===== src/design/prot_pkg.sv =====
`timescale 1ns / 1ps
`default_nettype none

package prot_pkg;

  localparam int NODE_COUNT_DEF = 256;
  localparam int LIST_LIMIT_DEF = 9;

  localparam int KIND_W   = 3;
  localparam int NODE_W   = 8;
  localparam int OWNER_W  = 8;
  localparam int STATUS_W = 2;
  localparam int COUNT_W  = 4;

  localparam logic [KIND_W-1:0] KIND_RESERVE = 3'd0;
  localparam logic [KIND_W-1:0] KIND_RELEASE = 3'd1;
  localparam logic [KIND_W-1:0] KIND_REL_ALL = 3'd2;
  localparam logic [KIND_W-1:0] KIND_LIST    = 3'd3;
  localparam logic [KIND_W-1:0] KIND_READ    = 3'd4;
  localparam logic [KIND_W-1:0] KIND_SET     = 3'd5;

  localparam logic [STATUS_W-1:0] ST_DONE     = 2'd0;
  localparam logic [STATUS_W-1:0] ST_REFUSED  = 2'd1;
  localparam logic [STATUS_W-1:0] ST_LISTED   = 2'd2;
  localparam logic [STATUS_W-1:0] ST_LIST_END = 2'd3;

  typedef struct packed {
    logic clear;   // clearing pass, one entry
    logic accept;  // latch request
    logic fetch;   // read tables at the addressed node
    logic eval;    // decide and write addressed entry
    logic twin;    // write twin entry
    logic scan;    // scan step
    logic gsel;    // move to second forced node
    logic resp;    // emit pending single result
    logic lend;    // emit list end result
  } cmd_t;

  typedef struct packed {
    logic clear_last;
    logic twin_go;
    logic scan_done;
    logic out_free;
    logic is_list;
    logic ov;
    logic gsel;
  } sts_t;

endpackage

`default_nettype wire


===== src/design/prot_ctrl.sv =====
`timescale 1ns / 1ps
`default_nettype none

module prot_ctrl (
  input  wire logic                         clk,
  input  wire logic                         rst_n,
  input  wire logic                         in_tvalid,
  input  wire logic [prot_pkg::KIND_W-1:0]  in_kind,
  output logic                              in_tready,
  input  wire prot_pkg::sts_t               sts,
  output prot_pkg::cmd_t                    cmd
);
  import prot_pkg::*;

  localparam logic [3:0] S_CLEAR  = 4'd0;
  localparam logic [3:0] S_IDLE   = 4'd1;
  localparam logic [3:0] S_FETCH  = 4'd2;
  localparam logic [3:0] S_EVAL   = 4'd3;
  localparam logic [3:0] S_TWIN   = 4'd4;
  localparam logic [3:0] S_SCAN   = 4'd5;
  localparam logic [3:0] S_GFETCH = 4'd6;
  localparam logic [3:0] S_GEVAL  = 4'd7;
  localparam logic [3:0] S_GTWIN  = 4'd8;
  localparam logic [3:0] S_RESP   = 4'd9;
  localparam logic [3:0] S_LEND   = 4'd10;

  logic [3:0] state_r, state_nxt;

  always_ff @(posedge clk) begin
    if (!rst_n) begin
      state_r <= S_CLEAR;
    end else begin
      state_r <= state_nxt;
    end
  end

  assign in_tready = (state_r == S_IDLE);

  always_comb begin
    state_nxt = state_r;
    cmd = '0;
    case (state_r)
      S_CLEAR: begin
        cmd.clear = 1'b1;
        if (sts.clear_last) state_nxt = S_IDLE;
      end
      S_IDLE: begin
        if (in_tvalid) begin
          cmd.accept = 1'b1;
          if (in_kind inside {KIND_REL_ALL, KIND_LIST}) begin
            state_nxt = S_SCAN;
          end else begin
            state_nxt = S_FETCH;
          end
        end
      end
      S_FETCH: begin
        cmd.fetch = 1'b1;
        state_nxt = S_EVAL;
      end
      S_EVAL: begin
        cmd.eval = 1'b1;
        state_nxt = sts.twin_go ? S_TWIN : S_RESP;
      end
      S_TWIN: begin
        cmd.twin = 1'b1;
        state_nxt = S_RESP;
      end
      S_SCAN: begin
        cmd.scan = 1'b1;
        if (sts.scan_done) begin
          if (sts.is_list) state_nxt = S_LEND;
          else if (sts.ov) state_nxt = S_GFETCH;
          else state_nxt = S_RESP;
        end
      end
      S_GFETCH: begin
        cmd.fetch = 1'b1;
        state_nxt = S_GEVAL;
      end
      S_GEVAL: begin
        cmd.eval = 1'b1;
        if (sts.twin_go) begin
          state_nxt = S_GTWIN;
        end else if (sts.gsel) begin
          state_nxt = S_RESP;
        end else begin
          cmd.gsel = 1'b1;
          state_nxt = S_GFETCH;
        end
      end
      S_GTWIN: begin
        cmd.twin = 1'b1;
        if (sts.gsel) begin
          state_nxt = S_RESP;
        end else begin
          cmd.gsel = 1'b1;
          state_nxt = S_GFETCH;
        end
      end
      S_RESP: begin
        cmd.resp = 1'b1;
        if (sts.out_free) state_nxt = S_IDLE;
      end
      S_LEND: begin
        cmd.lend = 1'b1;
        if (sts.out_free) state_nxt = S_IDLE;
      end
      default: begin
        state_nxt = S_CLEAR;
      end
    endcase
  end

endmodule

`default_nettype wire


===== config.mk =====
export PLATFORM = sky130hd
export DESIGN_NAME = prot_ctrl
export DESIGN_NICKNAME = d
export VERILOG_FILES = /design/src/design/prot_pkg.sv /design/src/design/prot_ctrl.sv
export SDC_FILE = /design/constraint.sdc
export NUM_CORES = 1
export LEC_CHECK = 0
export ABC_AREA = 0
export BUFFER_PORTS_ARGS = -buffer_cell sky130_fd_sc_hd__buf_4
export CAP_MARGIN = 20
export CORE_UTILIZATION = 30
export CTS_CLUSTER_SIZE = 40
export DETAILED_ROUTE_END_ITERATION = 7
export PLACE_DENSITY_LB_ADDON = 0.08
export RECOVER_POWER = 25
export SLEW_MARGIN = 40
export SYNTH_ARGS = -nofsm -noshare
export SYNTH_HDL_FRONTEND = slang
export SYNTH_SLANG_ARGS = --single-unit

===== constraint.sdc =====
create_clock -name clk -period 1.7 [get_ports clk]
set_input_delay 0.085 -clock clk [delete_from_list [all_inputs] [get_ports clk]]
set_output_delay 0.085 -clock clk [all_outputs]
set_load 0.02 [all_outputs]

Yosys cells after proc, flatten, opt, wreduce, memory -nomap -nowiden:

Index checks and enable logic that the tools add are counted.

* reductions and logical operators: 7
* mux-type cells: 23
* equal/unequal tests: 16

Operator list (number)
* $pmux W4 S10: 1
* $mux W4: 9
* $eq A4 B3 Y1 const B: 4
* $eq A4 B4 Y1 const B: 3
* $mux W1: 11
* $eq A4 B2 Y1 const B: 2
* $reduce_or A2 Y1: 4
* $eq A3 B2 Y1 const B: 2
* $ne A2 B2 Y1 const B: 3
* $eq A4 B1 Y1 const B: 1
* $logic_not A4 Y1: 1
* $reduce_and A4 Y1: 1
* $mux W3: 1
* $ne A2 B1 Y1 const B: 1
* $pmux W1 S2: 1
* $reduce_bool A2 Y1: 1

* word-level logic and storage cells: 47
* output and inout port bits: 10
* input bits: 13
* register bits: 4

Logic depth before layout (Yosys ltp):

Gate-level depths: netlist of run 1.

* depth after elaboration: 5
* gate-level depth with buffers: 6
* mapped depth without buffers: 5

Worst setup path after synthesis of run 1:

OpenSTA, ideal clock, no wires.

* path type: reg2reg
* from: register state_r[2]
* to: register state_r[2]
* required time: 1.614 ns
* setup time: 0.086 ns
* cell stages (with the launch flop): 6
* buffers on the path: 0
* slack: 0.103 ns
* period minus slack after synthesis: 1.597 ns
* arrival time: 1.510 ns
* path through: dfxtp_1 -> inv_2 -> or4_4 -> a21oi_4 -> a31oi_1 -> a221oi_2

* cells in the longest elaborated chain, start to end: 4
* elaborated cells between the ends (all ways): 18
* those cells by class: 14 x eq/ne; 1 x mux; 3 x reduce/logical

RTL lines
* from (decl): RTL line prot_ctrl.sv:27 `logic [3:0] state_r, state_nxt;`
* from (signal assigned): RTL line prot_ctrl.sv:33 `state_r <= state_nxt;`
* $eq A4 B4 Y1: RTL line prot_ctrl.sv:42 `case (state_r)`
* $reduce_or A2 Y1 (no source line)
* $ne A2 B1 Y1 (no source line)
* $reduce_and A4 Y1 (no source line)

Parallel ways exist; a longest one is shown, timed or not.
A chain may end at the register's enable or synchronous reset.

==> reports/metrics.cfg, run 1 <==
[drt]
first_iter_violations=12
vias_per_cell=5.56
vias=678
drc=1
dr.pass1.iters=6
wl_per_cell_um=13.3
drt-total-wl_um=1620
antenna_left=0

[cts]
cts_root_buf=clkbuf_4
insertion_delay_ns=0.24
htreeDepth=1
cts-hold-fix-buffers=0
clockBufferDepth=2
cts_tree=done
cts_setup_buffers=0
numCtsBuffers=3
numClockSinks=4
clk_pin_slew_ns=0.04

[yosys]
yosysWarningCount=0
synth_area_leaders=dfxtp_1 (15%), nor3_1 (7.6%), nor2b_1 (6.0%)
ys_seq_elements=4
synthDistinctLibCells=34
syn_area_per_cell_um2=6.90
async_reset_ff_frac=0
syn_area_um2=524
synth.largest_area_cell=dfxtp_1
synthFlopType=dfxtp_1
synthCells=76
syn_nets=89
synth_top_area_frac=0.153
yosysSeqAreaShare=0.153
synth_edf_count=0

[finish]
n_antenna_cell=0
syn2layout_area_growth_pct=52.0
fin_area_um2=797
fin_nets=121
nFillCells=172
drive_gt1_frac=0.415
largestRegisters=state_r (4)
largest_reg_flops=4
final_common_cell=buf_4
regMostFlops=state_r
final_cell_mix=buf_4 (29), nor3_1 (8), nor2b_1 (5), nor2_1 (5), a21oi_1 (5)

[outcome]
failed_checks=design-rule violations
outcome=complete, but fails checks

[placement]
io_buffers=21
dpl_cell_area_um2=758
gp_congestion=0.843
dp.final_hpwl_um=1310

[critical_path]
crit_type=reg -> out
start_kind=register
critPathMaxFanout=6
reg2reg_depth=6
rr_startpoint=state_r[0]
crit_arrival_ns=1.54
worst_ep_required_time_ns=1.62
r2r_setup_slack_ns=0.14
rr_endpoint=state_r[2]
critPathCaptureType=primary output

[global_route]
grt_first_pass_wirelength_um=2850
overflow=0
first_global_vias=649
antenna_found_initial=0
grt_max_degree=10
grt_usage=0.195

[timing]
rsz0062_at_grt=no
final-hold-violation-count=0
fin_crit_ns=1.63
fin_crit_sh=0.958
setup_violations=0
relSlewSlack=0.737
tightest_slew_ns=0.393
worst_clock_skew_ns=0.000249
setup-tns-final_ns=0
max_freq_mhz=614
whs_ns=0.128
slew_viol_final=0

[pwr]
p_leak_nw=0.345
pwr_density_cell_nw_per_um2=1410
irDropWorstVdd_v=0.000675
p_total_w=0.00112

[worst_hold_path]
hp-start=rst_n
holdPathStages=3
min_path_type=in -> reg
min_to=state_r[3]

[floorplan]
die_x_um=43.8
rows=14
io_pins=23
die_h_um=43.8
start_util=0.333
coreArea_um2=1580
die-area_um2=1920

[run]
drv_cap=0

==> per-layer routing <==
layer	share of wire	vias to the layer above	global-route usage
li1	-	343	-
met1	0.44	299	0.268
met2	0.46	36	0.301
met3	0.098	0	0.0417
met4	0	0	0.0625
met5	0	-	0
==> area by class of cell <==
cell class | count | area [um2] | area share
Clock buffer | 3 | 22.5 | 0.0283
Inverter | 5 | 18.8 | 0.0235
Multi-Input combinational cell | 63 | 427 | 0.535
Sequential cell | 4 | 83.8 | 0.105
Tap cell | 16 | 20.0 | 0.0251
Timing Repair Buffer | 31 | 225 | 0.283
==> critical path: stages, from the launching register on <==
cell	delay [ns]
dfxtp_2	0.36
inv_2	0.07
or4_4	0.52
a21oi_4	0.18
buf_4	0.16
==> where the power goes <==
part | total (W) | switching, W | leakage, nW | internal, W
clock network | 0.000122 | 0.0000429 | 0.0138 | 0.0000792
logic | 0.000824 | 0.000435 | 0.297 | 0.000389
registers | 0.000175 | 0.0000474 | 0.0339 | 0.000128
total | 0.00112 | 0.000525 | 0.345 | 0.000597
==> what timing repair did <==
action | in CTS | in global routing
gates cloned | 0 | 0
resized for setup | 2 | 4
endpoints found under the setup margin | 1 | 5
==> worst max path at each step <==
stage	from	end	slack, ns	cells past startpoint
after floorplan	state_r[2]	state_r[2]	0.10	5
after global placement	state_r[0]	state_r[2]	0.12	6
after detailed placement	state_r[0]	state_r[2]	0.08	6
after CTS	state_r[1]	cmd[2]	0.04	4
after global routing	state_r[2]	cmd[2]	0.008	4
final	state_r[2]	cmd[2]	0.07	4
==> logic make-up (layout without fill, tap and decap cells) <==
group	count (synthesis)	count (layout)	synth area share
buf+inv	9	39	0.0716
compound gates	21	21	0.301
simple gates	39	39	0.422
xor+xnor	2	2	0.0334
mux	1	1	0.0191
flops	4	4	0.153
==> per-stage QoR <==
step	cells	util	setup WS, ns
floorplan	76	-	0.103
global placement	119	0.481	0.116
detailed placement	119	0.481	0.0845
CTS	122	0.497	0.0429
global route	122	0.506	0.00772
finish	122	0.506	0.0714
==> cell usage after synthesis, types with 2 or more instances <==
master	instances
inv_1	3
a31oi_1	2
xnor2_1	2
nand2b_1	3
dfxtp_1	4
nor2b_1	5
inv_2	2
or3_1	2
o21ai_0	3
a21oi_1	5
buf_2	3
nor3_1	8
o21ai_1	3
nor2_1	6
nor4_1	3
nand2_1	4
No activity file was read; power rests on OpenSTA's default activity.
==> inputs of run 2 (changes only) <==
--- a/config.mk
+++ b/config.mk
@@ -13,6 +13,7 @@
 export DETAILED_ROUTE_END_ITERATION = 7
 export PLACE_DENSITY_LB_ADDON = 0.08
 export RECOVER_POWER = 25
+export SETUP_SLACK_MARGIN = 0.3
 export SLEW_MARGIN = 40
 export SYNTH_ARGS = -nofsm -noshare
 export SYNTH_HDL_FRONTEND = slang
==> reports/metrics.cfg, run 2 (synthesis results as in run 1) <==
[critical_path]
crit_arrival_ns=1.75  ; +0.21 ns
crit_start=state_r[2]
critPathMaxFanout=6  ; unchanged
reg2reg_depth=6  ; unchanged
crit_slowest_cell=or4_4
start_kind=register
worst_ep_required_time_ns=1.83  ; +0.21 ns
r2r_setup_slack_ns=0.08  ; -0.06 ns
rr_startpoint=state_r[2]
path_cells=inv_4 > or4_4 > a21oi_4 > buf_4 > nor4_1 > nor3_1
crit_type=reg -> reg
rr_endpoint=state_r[1]
critical-path-top-delay-family=simple AND/OR/NAND/NOR gates
max_stage_delay_ns=0.51  ; about the same
critPathCaptureType=register
cp_num_buf_inv=2  ; unchanged

[finish]
final_common_cell=buf_4
multiInputGateArea_um2=518  ; +21%
final_cell_mix=buf_4 (35), nor3_1 (6), nor2b_1 (5)
fin_nets=132  ; +9.1%
largest_reg_flops=4  ; unchanged
nFillCells=139  ; -19%
largestRegisters=state_r (4)
fin_area_um2=1000  ; +26%
n_antenna_cell=0  ; unchanged
register_area_um2=95.1  ; +13%
drive_gt1_frac=0.573  ; +0.158
regMostFlops=state_r
syn2layout_area_growth_pct=90.9

[cts]
numClockSinks=4  ; unchanged
clockBufferDepth=2  ; unchanged
insertion_delay_ns=0.24  ; about the same
cts_root_buf=clkbuf_4
cts_tree=done
cts-hold-fix-buffers=0  ; unchanged
numCtsBuffers=3  ; unchanged
htreeDepth=1  ; unchanged
clk_pin_slew_ns=0.04  ; about the same

[pwr]
combPwrFrac=0.754  ; +0.019
irDropWorstVdd_v=0.000802  ; +19%
swShare=0.472  ; +0.00390
p_switching_w=0.000631  ; +20%
p_leak_nw=0.426  ; +24%
clkPwrFrac=0.093  ; -0.016
pwr_density_cell_nw_per_um2=1340  ; -5.0%
p_int_w=0.000707  ; +18%
seqPwrFrac=0.153  ; -0.003

[floorplan]
die-area_um2=1920  ; unchanged
start_util=0.333  ; unchanged
rows=14  ; unchanged
die_x_um=43.8  ; unchanged
die_h_um=43.8  ; unchanged
coreArea_um2=1580  ; unchanged
io_pins=23  ; unchanged

[worst_hold_path]
min_to=state_r[3]
min_path_type=in -> reg
holdPathStages=3  ; unchanged
hp-start=rst_n

[global_route]
grt_max_degree=14  ; +4
first_global_vias=599  ; -7.7%
antenna_found_initial=0  ; unchanged
grt_first_pass_wirelength_um=2790  ; -2.2%
overflow=0  ; unchanged
grt_util_met1=0.268  ; +0.000670
grtUsageMet3=0.0292  ; -0.0125
busiest_layer=met2
use_met2=0.310  ; +0.00896
grt_usage=0.199  ; +0.00444

[drt]
vias_per_cell=5.74  ; +3.4%
vias=764  ; +13%
first_iter_violations=52  ; +40
wl_per_cell_um=14.4  ; +8.7%
drc=1  ; unchanged
antenna_left=0  ; unchanged
drt-total-wl_um=1920  ; +19%
dr.pass1.iters=6  ; unchanged

[timing]
max_freq_mhz=617  ; +0.54%
tightest_slew_ns=0.305  ; -0.0877 ns
setup_violations=0  ; unchanged
setup-tns-final_ns=0  ; unchanged
fin_crit_sh=0.953  ; -0.00513
final-hold-violation-count=0  ; unchanged
worst_clock_skew_ns=0.00764  ; +0.00739 ns
whs_ns=0.142  ; +0.0136 ns
relSlewSlack=0.796  ; +0.0592
rsz0062_at_grt=yes
slew_viol_final=0  ; unchanged
fin_crit_ns=1.62  ; -0.00873 ns

[placement]
gp_congestion=0.796  ; -5.5%
dp.final_hpwl_um=1180  ; -9.5%
dpl_cell_area_um2=739  ; -2.5%
io_buffers=21  ; unchanged

[run]
drv_cap=0  ; unchanged

[outcome]
outcome=complete, but fails checks
failed_checks=design-rule violations

run 2: cell types whose count changed in the layout (fill, tap and decap cells not counted), sizes merged:
cell,change
buf,+10
clkbuf,+1
run 2: metrics by stage:
stage          power [W]  instances  worst slack (ns)  utilization
5_1_grt          0.00141        133            0.0459        0.635
6_report         0.00134        133            0.0802        0.635
3_3_place_gp    0.000922        114            0.0596        0.469
2_1_floorplan   0.000669         76             0.193            -
3_5_place_dp    0.000916        114            0.0698        0.469
4_1_cts          0.00118        126            0.0965        0.567
run 2: final cells by class:
type / instances / area share
multi-input combinational: 63 / 0.518
timing repair buffer: 42 / 0.319
sequential: 4 / 0.0950
inverter: 5 / 0.0263
clock buffer: 3 / 0.0225
tap: 16 / 0.0200
run 2: repair_timing:
action	in CTS	in global routing
resized for setup	16	14
hold endpoints to repair	0	0
endpoints found under the setup margin	7	9
buffers inserted	9	7
pin swaps	4	7
run 2: worst max path at each step:
stage / slack [ns] / endpoint / depth (start not counted)
floorplan: 0.19 / state_r[2] / 5
global placement: 0.06 / state_r[3] / 5
detailed placement: 0.07 / state_r[3] / 5
CTS: 0.1 / cmd[2] / 4
global route: 0.05 / state_r[1] / 7
finish: 0.08 / state_r[1] / 6
run 2: tightest hold or removal path, stage by stage:
cell	delay, ns
buf_4	0.11
o2111ai_1	0.07
o21ai_1	0.07
run 2: power groups by stage:
stage	clock (W)	sequential [W]	combinational [W]
floorplan	0	0.000167	0.000503
global placement	0	0.000225	0.000697
detailed placement	0	0.000219	0.000697
CTS	0.000124	0.000214	0.000839
global route	0.000135	0.000209	0.00106
finish	0.000125	0.000204	0.00101
run 2: metal layers:
metal / vias to the layer above / routed length, um / share of wire
met5: - / 0 / 0
met4: 0 / 23 / 0.012
met3: 4 / 167 / 0.087
met2: 45 / 912 / 0.48
met1: 351 / 813 / 0.42
li1: 364 / - / -
==> inputs of run 3 (changes only) <==
==> constraint.sdc (replaced) <==
create_clock -name clk -period 1.3 [get_ports clk]
set_input_delay 0.065 -clock clk [delete_from_list [all_inputs] [get_ports clk]]
set_output_delay 0.065 -clock clk [all_outputs]
set_load 0.02 [all_outputs]
==> reports/metrics.cfg, run 3 (synthesis results as in run 1) <==
[floorplan]
die_h_um=43.8  ; unchanged
die_x_um=43.8  ; unchanged
io_pins=23  ; unchanged
coreArea_um2=1580  ; unchanged
rows=14  ; unchanged
start_util=0.333  ; unchanged
die-area_um2=1920  ; unchanged

[placement]
dp_worst_setup_slack_ns=-0.272  ; -0.341 ns
io_buffers=21  ; unchanged
gp_congestion=0.840  ; +5.5%
dp.final_hpwl_um=1510  ; +27%

[critical_path]
start_kind=register
worst_ep_required_time_ns=1.24  ; -0.59 ns
crit_arrival_ns=1.54  ; -0.21 ns
critPathMaxFanout=5  ; -1
reg2reg_depth=6  ; unchanged
crit_type=reg -> out
critPathCaptureType=primary output

[timing]
setup_violations=9  ; +9
tightest_slew_ns=0.384  ; +0.0789 ns
final-hold-violation-count=0  ; unchanged
layout_setup_ws_ns=-0.304  ; -0.384 ns
max_freq_mhz=623
slew_viol_final=0  ; unchanged
setup-tns-final_ns=-1.70  ; -1.70 ns
worst_clock_skew_ns=0.00281  ; -0.00483 ns
fin_crit_ns=1.60
relSlewSlack=0.744  ; -0.0524
rsz0062_at_grt=yes
fin_crit_sh=1.23

[cts]
cts_root_buf=clkbuf_4
cts_tree=done
numCtsBuffers=3  ; unchanged
htreeDepth=1  ; unchanged
clockBufferDepth=2  ; unchanged
insertion_delay_ns=0.23  ; about the same
numClockSinks=4  ; unchanged
clk_pin_slew_ns=0.04  ; about the same
cts-hold-fix-buffers=0  ; unchanged

[worst_hold_path]
holdPathStages=3  ; unchanged
min_path_type=in -> reg

[finish]
regMostFlops=state_r
final_cell_mix=buf_4 (32), buf_6 (22), nor2b_1 (4), a21oi_1 (4), dfxtp_4 (4)
largest_reg_flops=4  ; unchanged
fin_nets=145  ; +9.8%
final_common_cell=buf_4
drive_gt1_frac=0.700  ; +0.127
largestRegisters=state_r (4)
syn2layout_area_growth_pct=132
n_antenna_cell=0  ; unchanged

[run]
drv_cap=0  ; unchanged

[outcome]
failed_checks=design-rule violations, negative setup slack
outcome=complete, but fails checks

[global_route]
first_global_vias=778  ; +30%
grt_usage=0.240  ; +0.0411
antenna_found_initial=0  ; unchanged
grt_first_pass_wirelength_um=3480  ; +25%
overflow=0  ; unchanged
grt_max_degree=10  ; -4

[drt]
dr.pass1.iters=6  ; unchanged
drc=3  ; +2
vias_per_cell=5.40  ; -6.0%
wl_per_cell_um=15.2  ; +5.7%
drt-total-wl_um=2220  ; +16%
antenna_left=0  ; unchanged
vias=788  ; +3.1%
first_iter_violations=13  ; -75%

[pwr]
pwr_density_cell_nw_per_um2=1720  ; +29%
p_leak_nw=0.515  ; +21%
irDropWorstVdd_v=0.000792  ; -1.3%

## run 3: changes by cell type in the layout (fill, tap and decap cells not counted), sizes merged
cell    before  now
buf         39   54
clkbuf       6    4
## run 3: repair_timing
item	CTS	global route
gates resized for setup	30	25
pin swaps	9	9
setup endpoints to repair	14	14
buffers inserted	7	3
## run 3: power breakdown
| part | leakage (nW) | switching (W) | internal [W] | total [W] |
|---|---|---|---|---|
| registers | 0.0356 | 0.0000924 | 0.000180 | 0.000273 |
| clock network | 0.0138 | 0.0000555 | 0.000104 | 0.000159 |
| logic | 0.466 | 0.000802 | 0.000865 | 0.00167 |
| total | 0.515 | 0.000949 | 0.00115 | 0.00210 |
## run 3: worst max-delay path, stage by stage, from the launching register on
cell     delay [ns]
dfxtp_4        0.36
inv_2          0.04
or4_4          0.52
a21oi_4        0.16
buf_6          0.11
buf_6          0.10
## run 3: path summary, 6_finish.rpt
kind	start	slack [ns]	endpoint
worst max register to register	state_r[2]	-0.28	state_r[0]
worst min register to register	state_r[0]	0.73	state_r[0]
worst max-delay path	state_r[2]	-0.30	cmd[2]
worst min-delay path	rst_n	0.12	state_r[3]
## run 3: cell type report
class | count | area [um2]
Tap cell | 16 | 20.0
Fill cell | 103 | 358
Inverter | 5 | 23.8
Multi-Input combinational cell | 63 | 566
Clock buffer | 3 | 22.5
Sequential cell | 4 | 95.1
Timing Repair Buffer | 55 | 492
## run 3: metrics by stage
step | cell area, um2 | hold WS, ns | utilization | std cells | power (W)
floorplan | 567 | 0.161 | - | 76 | 0.000913
global placement | 897 | 0.366 | 0.569 | 133 | 0.00140
detailed placement | 897 | 0.379 | 0.569 | 133 | 0.00141
CTS | 1090 | 0.131 | 0.694 | 143 | 0.00183
global route | 1220 | 0.132 | 0.773 | 146 | 0.00222
finish | 1220 | 0.122 | 0.773 | 146 | 0.00210
## run 3: layer usage
metal  track usage  wire length (um)  part of all wire
met3        0.0417                88             0.040
met2         0.400              1140              0.51
met5             0                 0                 0
met4        0.0875                 0                 0
met1         0.308               993              0.45
